## src/rtl/dcpp_pkg.sv

```systemverilog
// dcpp_pkg: types and codes shared by the ping-pong receive buffer modules
// no dependencies
package dcpp_pkg;

  // command codes of an incoming request
  localparam logic [1:0] CMD_RECEIVE = 2'd0;
  localparam logic [1:0] CMD_QUERY   = 2'd1;
  localparam logic [1:0] CMD_READ    = 2'd2;

  // bit 7 of a received byte is dropped
  localparam logic [7:0] CHAR_MASK = 8'h7F;

  // command queue between front and back
  localparam int QUEUE_DEPTH = 2;
  localparam int Q_PTR_W     = 1;
  localparam int Q_CNT_W     = 2;

  // request transfer
  typedef struct packed {
    logic [1:0] command;
    logic [1:0] channel;
    logic [7:0] rx_byte;
    logic [7:0] max_count;
  } request_t;

  // result transfer
  typedef struct packed {
    logic       data_valid;
    logic [6:0] data_byte;
    logic [7:0] count;
    logic       last;
  } result_t;

  // classified operation handed to the back end
  typedef enum logic [1:0] {
    OP_WRITE,
    OP_QUERY,
    OP_READ,
    OP_ZERO
  } op_t;

  typedef struct packed {
    op_t        op;
    logic [1:0] channel;
    logic [6:0] data;
    logic [7:0] max_count;
  } entry_t;

  typedef enum logic {
    ST_IDLE,
    ST_DRAIN
  } state_t;

endpackage

```

## src/rtl/dcpp_front.sv

```systemverilog
// dcpp_front: accepts requests and classifies them into queue operations
// depends on dcpp_pkg
module dcpp_front #(
  parameter int CHANNELS = 2
) (
  input  logic              start,
  input  logic              full,
  input  dcpp_pkg::request_t request,
  output logic              push,
  output dcpp_pkg::entry_t  entry
);
  import dcpp_pkg::*;

  logic accept;
  logic ch_ok;
  logic keep;
  op_t  op;

  assign accept = start && !full;
  assign ch_ok  = ({1'b0, request.channel} < 3'(CHANNELS));

  // classify: invalid channels answer with zero, receives on them and the unused command vanish
  always_comb begin
    keep = 1'b1;
    op   = OP_ZERO;
    unique case (request.command)
      CMD_RECEIVE: begin
        op   = OP_WRITE;
        keep = ch_ok;
      end
      CMD_QUERY: op = ch_ok ? OP_QUERY : OP_ZERO;
      CMD_READ:  op = ch_ok ? OP_READ : OP_ZERO;
      default:   keep = 1'b0;
    endcase
  end

  assign push            = accept && keep;
  assign entry.op        = op;
  assign entry.channel   = request.channel;
  assign entry.data      = 7'(request.rx_byte & CHAR_MASK);
  assign entry.max_count = request.max_count;

endmodule

```

## src/rtl/dcpp_queue.sv

```systemverilog
// dcpp_queue: short in-order queue of classified operations
// depends on dcpp_pkg
module dcpp_queue (
  input  logic             clk,
  input  logic             rst,
  input  logic             push,
  input  dcpp_pkg::entry_t entry,
  input  logic             pop,
  output logic             head_valid,
  output dcpp_pkg::entry_t head,
  output logic             full
);
  import dcpp_pkg::*;

  entry_t               slots [QUEUE_DEPTH];
  logic [Q_PTR_W-1:0]   wr_ptr;
  logic [Q_PTR_W-1:0]   rd_ptr;
  logic [Q_CNT_W-1:0]   used;

  assign head_valid = (used != '0);
  assign full       = (used == Q_CNT_W'(QUEUE_DEPTH));
  assign head       = slots[rd_ptr];

  // pointers and occupancy
  always_ff @(posedge clk) begin
    if (rst) begin
      wr_ptr <= '0;
      rd_ptr <= '0;
      used   <= '0;
    end else begin
      if (push) wr_ptr <= wr_ptr + 1'b1;
      if (pop) rd_ptr <= rd_ptr + 1'b1;
      if (push && !pop) used <= used + 1'b1;
      else if (pop && !push) used <= used - 1'b1;
    end
  end

  // slot storage
  always_ff @(posedge clk) begin
    if (push) slots[wr_ptr] <= entry;
  end

endmodule

```

## src/rtl/dcpp_back.sv

```systemverilog
// dcpp_back: buffer store, fill counts and result sequencing
// depends on dcpp_pkg
module dcpp_back #(
  parameter int BUFFER_DEPTH = 64,
  parameter int CHANNELS     = 2
) (
  input  logic              clk,
  input  logic              rst,
  input  logic              head_valid,
  input  dcpp_pkg::entry_t  head,
  output logic              pop,
  output logic              strobe,
  output dcpp_pkg::result_t result
);
  import dcpp_pkg::*;

  localparam int MEM_DEPTH = CHANNELS * 2 * BUFFER_DEPTH;
  localparam int ADDR_W    = $clog2(MEM_DEPTH);
  localparam int BUF_N     = 2 * CHANNELS;
  localparam int BUF_W     = $clog2(BUF_N);
  localparam int CNT_W     = $clog2(BUFFER_DEPTH + 1);
  localparam int CH_W      = (CHANNELS > 1) ? $clog2(CHANNELS) : 1;

  logic [6:0]          mem [MEM_DEPTH];
  logic [6:0]          mem_q;
  logic [CHANNELS-1:0] fill_select;
  logic [CNT_W-1:0]    fill_counts [BUF_N];
  state_t              state, state_next;
  logic [ADDR_W-1:0]   rd_addr;
  logic [CNT_W-1:0]    rem;
  logic [CNT_W-1:0]    rd_total;
  logic                res_dvalid;
  logic [7:0]          res_count;
  logic                res_last;

  logic [CH_W-1:0]     ch;
  logic                sel;
  logic [BUF_W-1:0]    fill_buf;
  logic [CNT_W-1:0]    fill_cnt;
  logic [ADDR_W-1:0]   fill_base;
  logic [ADDR_W-1:0]   wr_addr;
  logic [CNT_W-1:0]    take;
  logic                has_room;
  logic                do_write;
  logic                drain;
  logic                reply;

  // decode of the head operation
  assign ch        = head.channel[CH_W-1:0];
  assign sel       = fill_select[ch];
  assign fill_buf  = BUF_W'({head.channel, ~sel});
  assign fill_cnt  = fill_counts[fill_buf];
  assign fill_base = ADDR_W'(ADDR_W'(fill_buf) * ADDR_W'(BUFFER_DEPTH));
  assign wr_addr   = fill_base + ADDR_W'(fill_cnt);
  assign has_room  = (fill_cnt < CNT_W'(BUFFER_DEPTH));
  assign take      = (8'(fill_cnt) < head.max_count) ? fill_cnt : CNT_W'(head.max_count);

  // next state
  always_comb begin
    state_next = state;
    unique case (state)
      ST_IDLE: begin
        if (head_valid && head.op == OP_READ && take != '0) state_next = ST_DRAIN;
      end
      ST_DRAIN: begin
        if (rem == CNT_W'(1)) state_next = ST_IDLE;
      end
      default: state_next = ST_IDLE;
    endcase
  end

  // control outputs
  always_comb begin
    pop      = 1'b0;
    drain    = 1'b0;
    do_write = 1'b0;
    reply    = 1'b0;
    unique case (state)
      ST_IDLE: begin
        pop      = head_valid;
        do_write = head_valid && head.op == OP_WRITE && has_room;
        reply    = head_valid && (head.op == OP_QUERY || head.op == OP_ZERO ||
                                  (head.op == OP_READ && take == '0));
      end
      ST_DRAIN: drain = 1'b1;
      default: ;
    endcase
  end

  // state, buffer selects, fill counts and result strobe
  always_ff @(posedge clk) begin
    if (rst) begin
      state       <= ST_IDLE;
      fill_select <= '0;
      strobe      <= 1'b0;
      for (int i = 0; i < BUF_N; i++) fill_counts[i] <= '0;
    end else begin
      state  <= state_next;
      strobe <= reply || drain;
      if (do_write) fill_counts[fill_buf] <= CNT_W'(fill_cnt + 1'b1);
      if (pop && head.op == OP_READ) begin
        fill_select[ch]       <= ~sel;
        fill_counts[fill_buf] <= '0;
      end
    end
  end

  // drain sequencing and result payload
  always_ff @(posedge clk) begin
    if (pop) begin
      res_dvalid <= 1'b0;
      res_last   <= 1'b1;
      res_count  <= (head.op == OP_QUERY) ? 8'(fill_cnt) : 8'd0;
      rd_addr    <= fill_base;
      rem        <= take;
      rd_total   <= take;
    end else if (drain) begin
      res_dvalid <= 1'b1;
      res_last   <= (rem == CNT_W'(1));
      res_count  <= 8'(rd_total);
      rd_addr    <= rd_addr + 1'b1;
      rem        <= rem - 1'b1;
    end
  end

  // character store write port
  always_ff @(posedge clk) begin
    if (do_write) mem[wr_addr] <= head.data;
  end

  // character store read port
  always_ff @(posedge clk) begin
    mem_q <= mem[rd_addr];
  end

  assign result.data_valid = res_dvalid;
  assign result.data_byte  = res_dvalid ? mem_q : 7'd0;
  assign result.count      = res_count;
  assign result.last       = res_last;

endmodule

```

## src/rtl/dual_channel_pingpong_rx_buffer_top.sv

```systemverilog
// dual_channel_pingpong_rx_buffer_top: two-channel ping-pong receive buffer
// depends on dcpp_pkg, dcpp_front, dcpp_queue, dcpp_back
//
// usage
//   a request transfer happens at a clock edge with start high and busy low.
//   command receive stores a 7-bit character in the channel's fill buffer,
//   query returns the fill count, read swaps the two buffers of the channel
//   and returns up to max_count characters from the one just filled.
//   each result is shown for one cycle with strobe high; last marks the final
//   result of a request. the receiver cannot hold results off.
// timing
//   the front classifies requests into a two-entry queue; the back end works
//   through it, popping a receive or query once it heads the queue while
//   idle, so receives stream at 1 request per cycle while no read drains. a
//   query result passes a queue slot, then the strobe and result registers. a
//   read holds the back end for a setup step and then, if it delivers any,
//   for one character per cycle from the store's single read port. busy is
//   high while the queue holds 2 entries.
// reset
//   synchronous rst empties the queue, zeroes all fill counts and selects;
//   buffer contents are not cleared.
module dual_channel_pingpong_rx_buffer_top #(
  parameter int BUFFER_DEPTH = 64,
  parameter int CHANNELS     = 2
) (
  input  logic               clk,
  input  logic               rst,
  input  logic               start,
  output logic               busy,
  input  dcpp_pkg::request_t request,
  output logic               strobe,
  output dcpp_pkg::result_t  result
);
  import dcpp_pkg::*;

  logic   push;
  logic   pop;
  logic   full;
  logic   head_valid;
  entry_t entry;
  entry_t head;

  assign busy = full;

  // request classification
  dcpp_front #(
    .CHANNELS(CHANNELS)
  ) u_front (
    .start  (start),
    .full   (full),
    .request(request),
    .push   (push),
    .entry  (entry)
  );

  // operation queue
  dcpp_queue u_queue (
    .clk       (clk),
    .rst       (rst),
    .push      (push),
    .entry     (entry),
    .pop       (pop),
    .head_valid(head_valid),
    .head      (head),
    .full      (full)
  );

  // buffer store and result sequencing
  dcpp_back #(
    .BUFFER_DEPTH(BUFFER_DEPTH),
    .CHANNELS    (CHANNELS)
  ) u_back (
    .clk       (clk),
    .rst       (rst),
    .head_valid(head_valid),
    .head      (head),
    .pop       (pop),
    .strobe    (strobe),
    .result    (result)
  );

  // results without a character always close their request
  a_empty_is_last: assert property (@(posedge clk) disable iff (rst)
    strobe && !result.data_valid |-> result.last)
    else $error("result without data not marked last");

  // delivered characters carry a sensible count
  a_count_range: assert property (@(posedge clk) disable iff (rst)
    strobe && result.data_valid |->
      result.count != 8'd0 && result.count <= 8'(BUFFER_DEPTH))
    else $error("read count out of range");

  // a read delivers its characters in consecutive cycles with a fixed count
  a_read_burst: assert property (@(posedge clk) disable iff (rst)
    strobe && result.data_valid && !result.last |=>
      strobe && result.data_valid && result.count == $past(result.count))
    else $error("read burst broken");

endmodule

```

## config.mk

```make
export PLATFORM = sky130hd
export DESIGN_NAME = dual_channel_pingpong_rx_buffer_top
export DESIGN_NICKNAME = d
export VERILOG_FILES = /design/src/rtl/dcpp_pkg.sv /design/src/rtl/dcpp_front.sv /design/src/rtl/dcpp_queue.sv /design/src/rtl/dcpp_back.sv /design/src/rtl/dual_channel_pingpong_rx_buffer_top.sv
export SDC_FILE = /design/constraint.sdc
export NUM_CORES = 2
export LEC_CHECK = 0
export BUFFER_PORTS_ARGS = -buffer_cell sky130_fd_sc_hd__buf_2
export CAP_MARGIN = 20
export CELL_PAD_IN_SITES_DETAIL_PLACEMENT = 0
export CELL_PAD_IN_SITES_GLOBAL_PLACEMENT = 1
export CORE_ASPECT_RATIO = 0.7
export CORE_MARGIN = 2
export CORE_UTILIZATION = 42
export CTS_BUF_LIST = sky130_fd_sc_hd__clkbuf_2
export DETAILED_ROUTE_END_ITERATION = 16
export GPL_TIMING_DRIVEN = 0
export HOLD_SLACK_MARGIN = 0.05
export MAX_ROUTING_LAYER = met4
export PLACE_DENSITY_LB_ADDON = 0.1
export SKIP_CTS_REPAIR_TIMING = 1
export SYNTH_ARGS = -nofsm -noshare
export SYNTH_HDL_FRONTEND = slang
export SYNTH_SLANG_ARGS = --single-unit
```

## constraint.sdc

```tcl
create_clock -name clk -period 6.1 [get_ports clk]
set_clock_uncertainty 0.1 [all_clocks]
set_input_delay 1.525 -clock clk [delete_from_list [all_inputs] [get_ports clk]]
set_output_delay 1.525 -clock clk [all_outputs]
set_load 0.02 [all_outputs]
```

-- Word level (Yosys, flattened, before mapping)
Memory sizes are Yosys's and may differ from the RTL's. A register that Yosys moved wholly into a read port is not among the register bits.
Cells that the tools add are included.
- $add $sub $neg: 8
- magnitude comparators: 5
- equality and inequality tests: 7
- muxes and demuxes: 44
- bitwise gates (word level): 3
- reduce and logical (&&, ||, !) cells: 27
- operators by type and width (operator ; number):
    7-bit two-way mux ; 7
    8-bit two-way mux ; 4
    1-bit two-way mux ; 24
    1-bit logical AND ; 12
    8-bit by 1-bit adder with 8-bit output, second input constant ; 1
    8-bit by 7-bit adder with 8-bit output ; 1
    2-bit == test, second input constant ; 4
    7-bit by 8-bit less-than comparator with 1-bit output ; 1
    2-bit two-way mux ; 4
    7-bit by 1-bit adder with 7-bit output, second input constant ; 1
    7-bit by 1-bit == test with 1-bit output, second input constant ; 1
    7-bit logical NOT ; 1
    7-bit less-than comparator, second input constant ; 1
    7-bit nonzero test ; 1
    7-bit OR reduction ; 1
    7-bit by 1-bit subtractor with 7-bit output, second input constant ; 1
    2-bit case mux with 3 select lines ; 1
    2-bit nonzero test ; 3
    2-bit by 1-bit == test with 1-bit output, second input constant ; 2
    2-bit logical NOT ; 2
    1-bit case mux with 2 select lines ; 2
    1-bit logical NOT ; 3
    1-bit logical OR ; 3
    1-bit adder, second input constant ; 2
    other kinds (10) ; 11
- bits in registers: 40
- RAM bits: 1858
- input port bits: 23
- output and inout port bits: 19
- logic and storage cells: 110
- memories: 3
- memories (memory ; words ; bits a word ; rd ports ; clocked after Yosys merged registers in ; wr ports ; RTL line ; source):
    u_back.mem ; 256 ; 7 ; 1 ; 1 ; 1 ; dcpp_back.sv:24 ; logic [6:0] mem [MEM_DEPTH];
    u_queue.slots ; 2 ; 19 ; 1 ; 1 ; 1 ; dcpp_queue.sv:15 ; entry_t slots [QUEUE_DEPTH];
    u_back.fill_counts ; 4 ; 7 ; 1 ; 0 ; 4 ; dcpp_back.sv:27 ; logic [CNT_W-1:0] fill_counts [BUF_N];

-- Depth between registers and ports, before layout
An unclocked memory read counts as a cell.
- depth after elaboration: 13
- depth in mapped cells: 13
- gate-level depth less buffers: 9

-- Cells and area by module
From an unflattened synthesis, not the netlist that was laid out.
- cell total of the unflattened synthesis: 3750
- area, all modules: 74921.9 sq um
- modules (own cells, without submodules) (module ; times used ; cells an instance ; area each (sq um) ; sequential area each (sq um)):
    dcpp_back ; 1 ; 3641 ; 73117.6 ; 55723.4
    dcpp_queue ; 1 ; 81 ; 1581.5 ; 1241.2
    dcpp_front ; 1 ; 28 ; 222.7 ; 0.0

-- Worst setup path before layout
No wires, ideal clock.
- kind: input to register
- start: input port request[18] (netlist name)
- end: memory u_queue.slots[0][0] (netlist name) (enable)
- library setup time: 0.393 ns
- arrival time: 3.333 ns
- data required time: 5.607 ns
- slack: 2.274 ns
- stages on the path: 5
- buffers on the path: 0
- cells stage by stage: inv_1 > ha_1 > a21oi_1 > or4b_2 > nor2_1
- cells in the longest elaborated chain, start to end: 6
- elaborated cells between the ends (all ways): 8
- those cells by class: 2 x eq/ne; 3 x mux; 3 x reduce/logical
- ends and longest elaborated chain (element ; RTL line ; source):
    from (decl) ; dual_channel_pingpong_rx_buffer_top.sv:30 ; input dcpp_pkg::request_t request,
    2-bit by 1-bit == test with 1-bit output or 2-bit == test (tied branches) ; dcpp_front.sv:26 ; unique case (request.command)
    2-bit OR reduction (no source line) ; -- ;
    1-bit case mux with 2 select lines (*) ; dcpp_front.sv:26 ;
    1-bit logical AND (*) ; dcpp_front.sv:37 ; assign push = accept && keep;
    1-bit two-way mux (*) ; dcpp_queue.sv:40 ; if (push) slots[wr_ptr] <= entry;
    1-bit two-way mux (not written as such) (*) ; dcpp_queue.sv:40 ;
    to (decl) ; dcpp_queue.sv:15 ;
Mark *: on every way between the ends. The rest lies on a longest branch, timed or not.

==> flow_metrics.py <==
metrics = {
    "placed_design": {
        "dp_cells": 6237,
        "place_congestion": 1.01,
        "place_area_um2": 78900,
        "hpwl_um": 204000,
        "port_buffers": 39,
    },
    "final_layout": {
        "layout.nets": 4395,
        "fin_cells": 7045,
        "stdcell_area_um2": 83100,
        "n_fill_cell": 15300,
        "syn2layout_area_growth_pct": 11.2,
        "finish.utilization_pct": 47.0,
        "drive_gt1_share_pct": 28.9,
    },
    "global_route": {
        "grt_pass1_wl_um": 407000,
        "antenna_found_initial": 49,
        "grt_max_degree": 140,
        "track_usage_pct": 35.7,
        "first_global_vias": 41600,
        "gr-total-overflow": 0,
    },
    "logic_synthesis": {
        "synth_ff_type": "edfxtp_1",
        "synth_edf_count": 1879,
        "synth-seq-area-share_pct": 76.1,
        "ys_warn_count": 0,
        "synth_top_cell_by_area": "edfxtp_1",
        "syn_area_per_cell_um2": 19.7,
        "yosysMostFrequentCell": "edfxtp_1",
        "synth_area_leaders": "edfxtp_1 (75%), mux4_2 (11%), mux2i_1 (2.6%)",
        "netlist_instances": 3799,
        "synth_top_cell_area_share_pct": 75.5,
        "syn-num-nets": 3841,
        "synthArstFlopShare_pct": 0,
        "synth_area_um2": 74800,
        "ys_ff_latch": 1903,
        "ys_types": 72,
        "ys_top_cells_by_count": "edfxtp_1 (1879), mux4_2 (374), nor2_1 (321)",
    },
    "worst_setup_path": {
        "cp_data_required_time_ns": 7.53,
        "crit_start": "u_back.rd_addr[1]",
        "path_max_fanout": 10,
        "start_kind": "flop",
        "path_common_cell": "buf_2",
        "r2r-start": "u_back.rd_addr[1]",
        "arrival_ns": 7.48,
        "cp_cell_sequence": "buf_2 -> buf_2 -> buf_2 -> buf_2 -> buf_2 -> mux4_2 -> a211oi_1 -> a21oi_1 -> a21oi_1 -> a221oi_1",
        "crit_type": "reg -> reg",
        "crit_family": "buffers and inverters",
        "crit_path_end_kind": "flop",
        "critPathMaxStageDelay_ns": 1.00,
        "cp_slowest_cell": "buf_2",
        "critPathBufInv": 5,
    },
    "clock_network": {
        "cts-root-buf": "clkbuf_2",
        "numCtsBuffers": 448,
        "clock_sinks": 1903,
        "cts_tree": "yes",
        "clk_latency_ns": 1.84,
        "clk_pin_slew_worst_paths_ns": 0.16,
        "clk_path_buf_depth": 4,
        "htree_levels": 5,
    },
    "worst_hold_path": {
        "hp-start": "rst",
        "hp-class": "in -> reg",
    },
    "sta": {
        "whs_ns": 0.158,
        "min_period_over_period_pct": 99.2,
        "grt_setup_unrepaired": "false",
        "finalSetupViolations": 0,
        "slew_headroom_pct": 11.1,
        "fin_setup_tns_ns": 0,
        "timing.fmax_ghz": 0.165,
        "worst_pin_slew_ns": 1.33,
        "post-route-min-period_ns": 6.05,
        "hold_viol": 0,
        "drv_slew": 0,
    },
    "route": {
        "postRouteAntennaNets": 0,
        "viasPerCell": 6.49,
        "drt_iter0_markers": 9507,
        "wl_per_cell_um": 44.9,
        "drc": 0,
        "routed_wl_um": 316000,
        "num_vias": 45700,
        "firstDrtPassIters": 10,
    },
    "power": {
        "vdd_ir_drop_max_mv": 0.311,
        "p_leak_nw": 26.3,
        "p_per_area_nw_per_um2": 389,
    },
    "floorplanning": {
        "die_w_um": 508,
        "die_area_um2": 181000,
        "die_h_um": 357,
        "initial_utilization_pct": 42.3,
        "rows": 129,
        "coreArea_um2": 177000,
        "boundaryPins": 42,
    },
    "status": {
        "status": "completed",
    },
    "flow_run": {
        "cap_violations": 0,
    },
}
## kinds of logic (layout without fill, tap and decap cells)
family                     count (synthesis)  count (layout)  synth area share, %
other                                      1              18              0.00501
and+or+nand+nor                          605             605                 3.50
xor gates and xnor gates                  21              21                0.246
DFF                                     1903            1903                 76.1
AOI/OAI and AO/OA                        399             399                 3.73
buffers and inverters                    261            1132                 1.89
muxes                                    590             590                 14.2
adders and majority gates                 19              19                0.318
## cell usage in the layout, fill, tap and decap left out, types with 19 or more instances in the layout
cell type and count:
a211oi_1 41, a22oi_1 59, buf_16 19, nand2_1 149
inv_1 26, o221ai_1 24, edfxtp_1 1879, buf_6 22
a21oi_1 78, ha_1 19, nor2_1 319, mux2i_1 197
buf_4 32, o21ai_0 31, nand3_1 29, dfxtp_1 24
buf_2 142, mux4_2 374, a221oi_1 23, clkinv_2 20
clkbuf_2 652, a22o_1 25, clkbuf_1 48, buf_8 20
clkinv_1 107, o22ai_1 48
## final timing paths
kind | end | slack [ns] | cells after the start
worst max-delay path | u_back.mem_q[2] | 0.05 | 10
worst min-delay path | u_back.state | 0.16 | 3
worst min register to register | u_back.res_last | 0.43 | 1
worst max register to register | u_back.mem_q[2] | 0.05 | 10
## state kept, by name (all words and copies together), names as in the netlist, named ones only
name,cells
u_back.mem_q,7
u_queue.slots,36
u_back.res_last,1
u_back.state,1
u_back.res_dvalid,1
u_back.res_count,7
u_back.rd_addr,8
u_back.rem,7
u_queue.wr_ptr,1
u_back.mem,1792
u_queue.used,2
u_back.rd_total,7
u_back.fill_select,2
u_back.fill_counts,28
u_queue.rd_ptr,1
u_back.strobe,1
## metrics by stage
step	setup WS [ns]	total power, mW
floorplan	2.27	19.6
CTS	0.317	31.9
detailed placement	0.409	23.7
finish	0.0510	32.3
global route	0.242	32.9
global placement	-1.01	23.7
## metal layers
metal  GRT usage, %  routed length, µm
met1           51.5             131000
met2           45.1             125000
met3           14.2              48500
met4           12.3              11700
met5              -                  0
## where the power goes
| group | total (mW) | switching, mW | internal, mW |
|---|---|---|---|
| sequential | 15.5 | 0.108 | 15.3 |
| clock | 8.51 | 5.42 | 3.09 |
| combinational | 8.34 | 6.06 | 2.28 |
## cell type report
type                    instances  area [µm²]  area share (%)
plain buffers                 231        1340            1.62
clock buffers                 627        3140            3.78
well taps                    2358        2950            3.55
multi-input cells            1635       16600            19.9
repair buffers                104        1280            1.54
diodes                         17        42.5          0.0512
inverters                      30         113           0.135
flip-flops and latches       1903       56900            68.5
clock inverters               140         773           0.930
## worst register-to-register path: stages, from the launching register on
cell and delay (ns):
dfxtp_1 0.36, buf_2 0.32, buf_2 0.33, buf_2 0.60
buf_2 0.97, buf_2 1.05, mux4_2 0.44, a211oi_1 0.09
a21oi_1 0.78, a21oi_1 0.18, a221oi_1 0.59
Power figures use the tool's default switching activity.
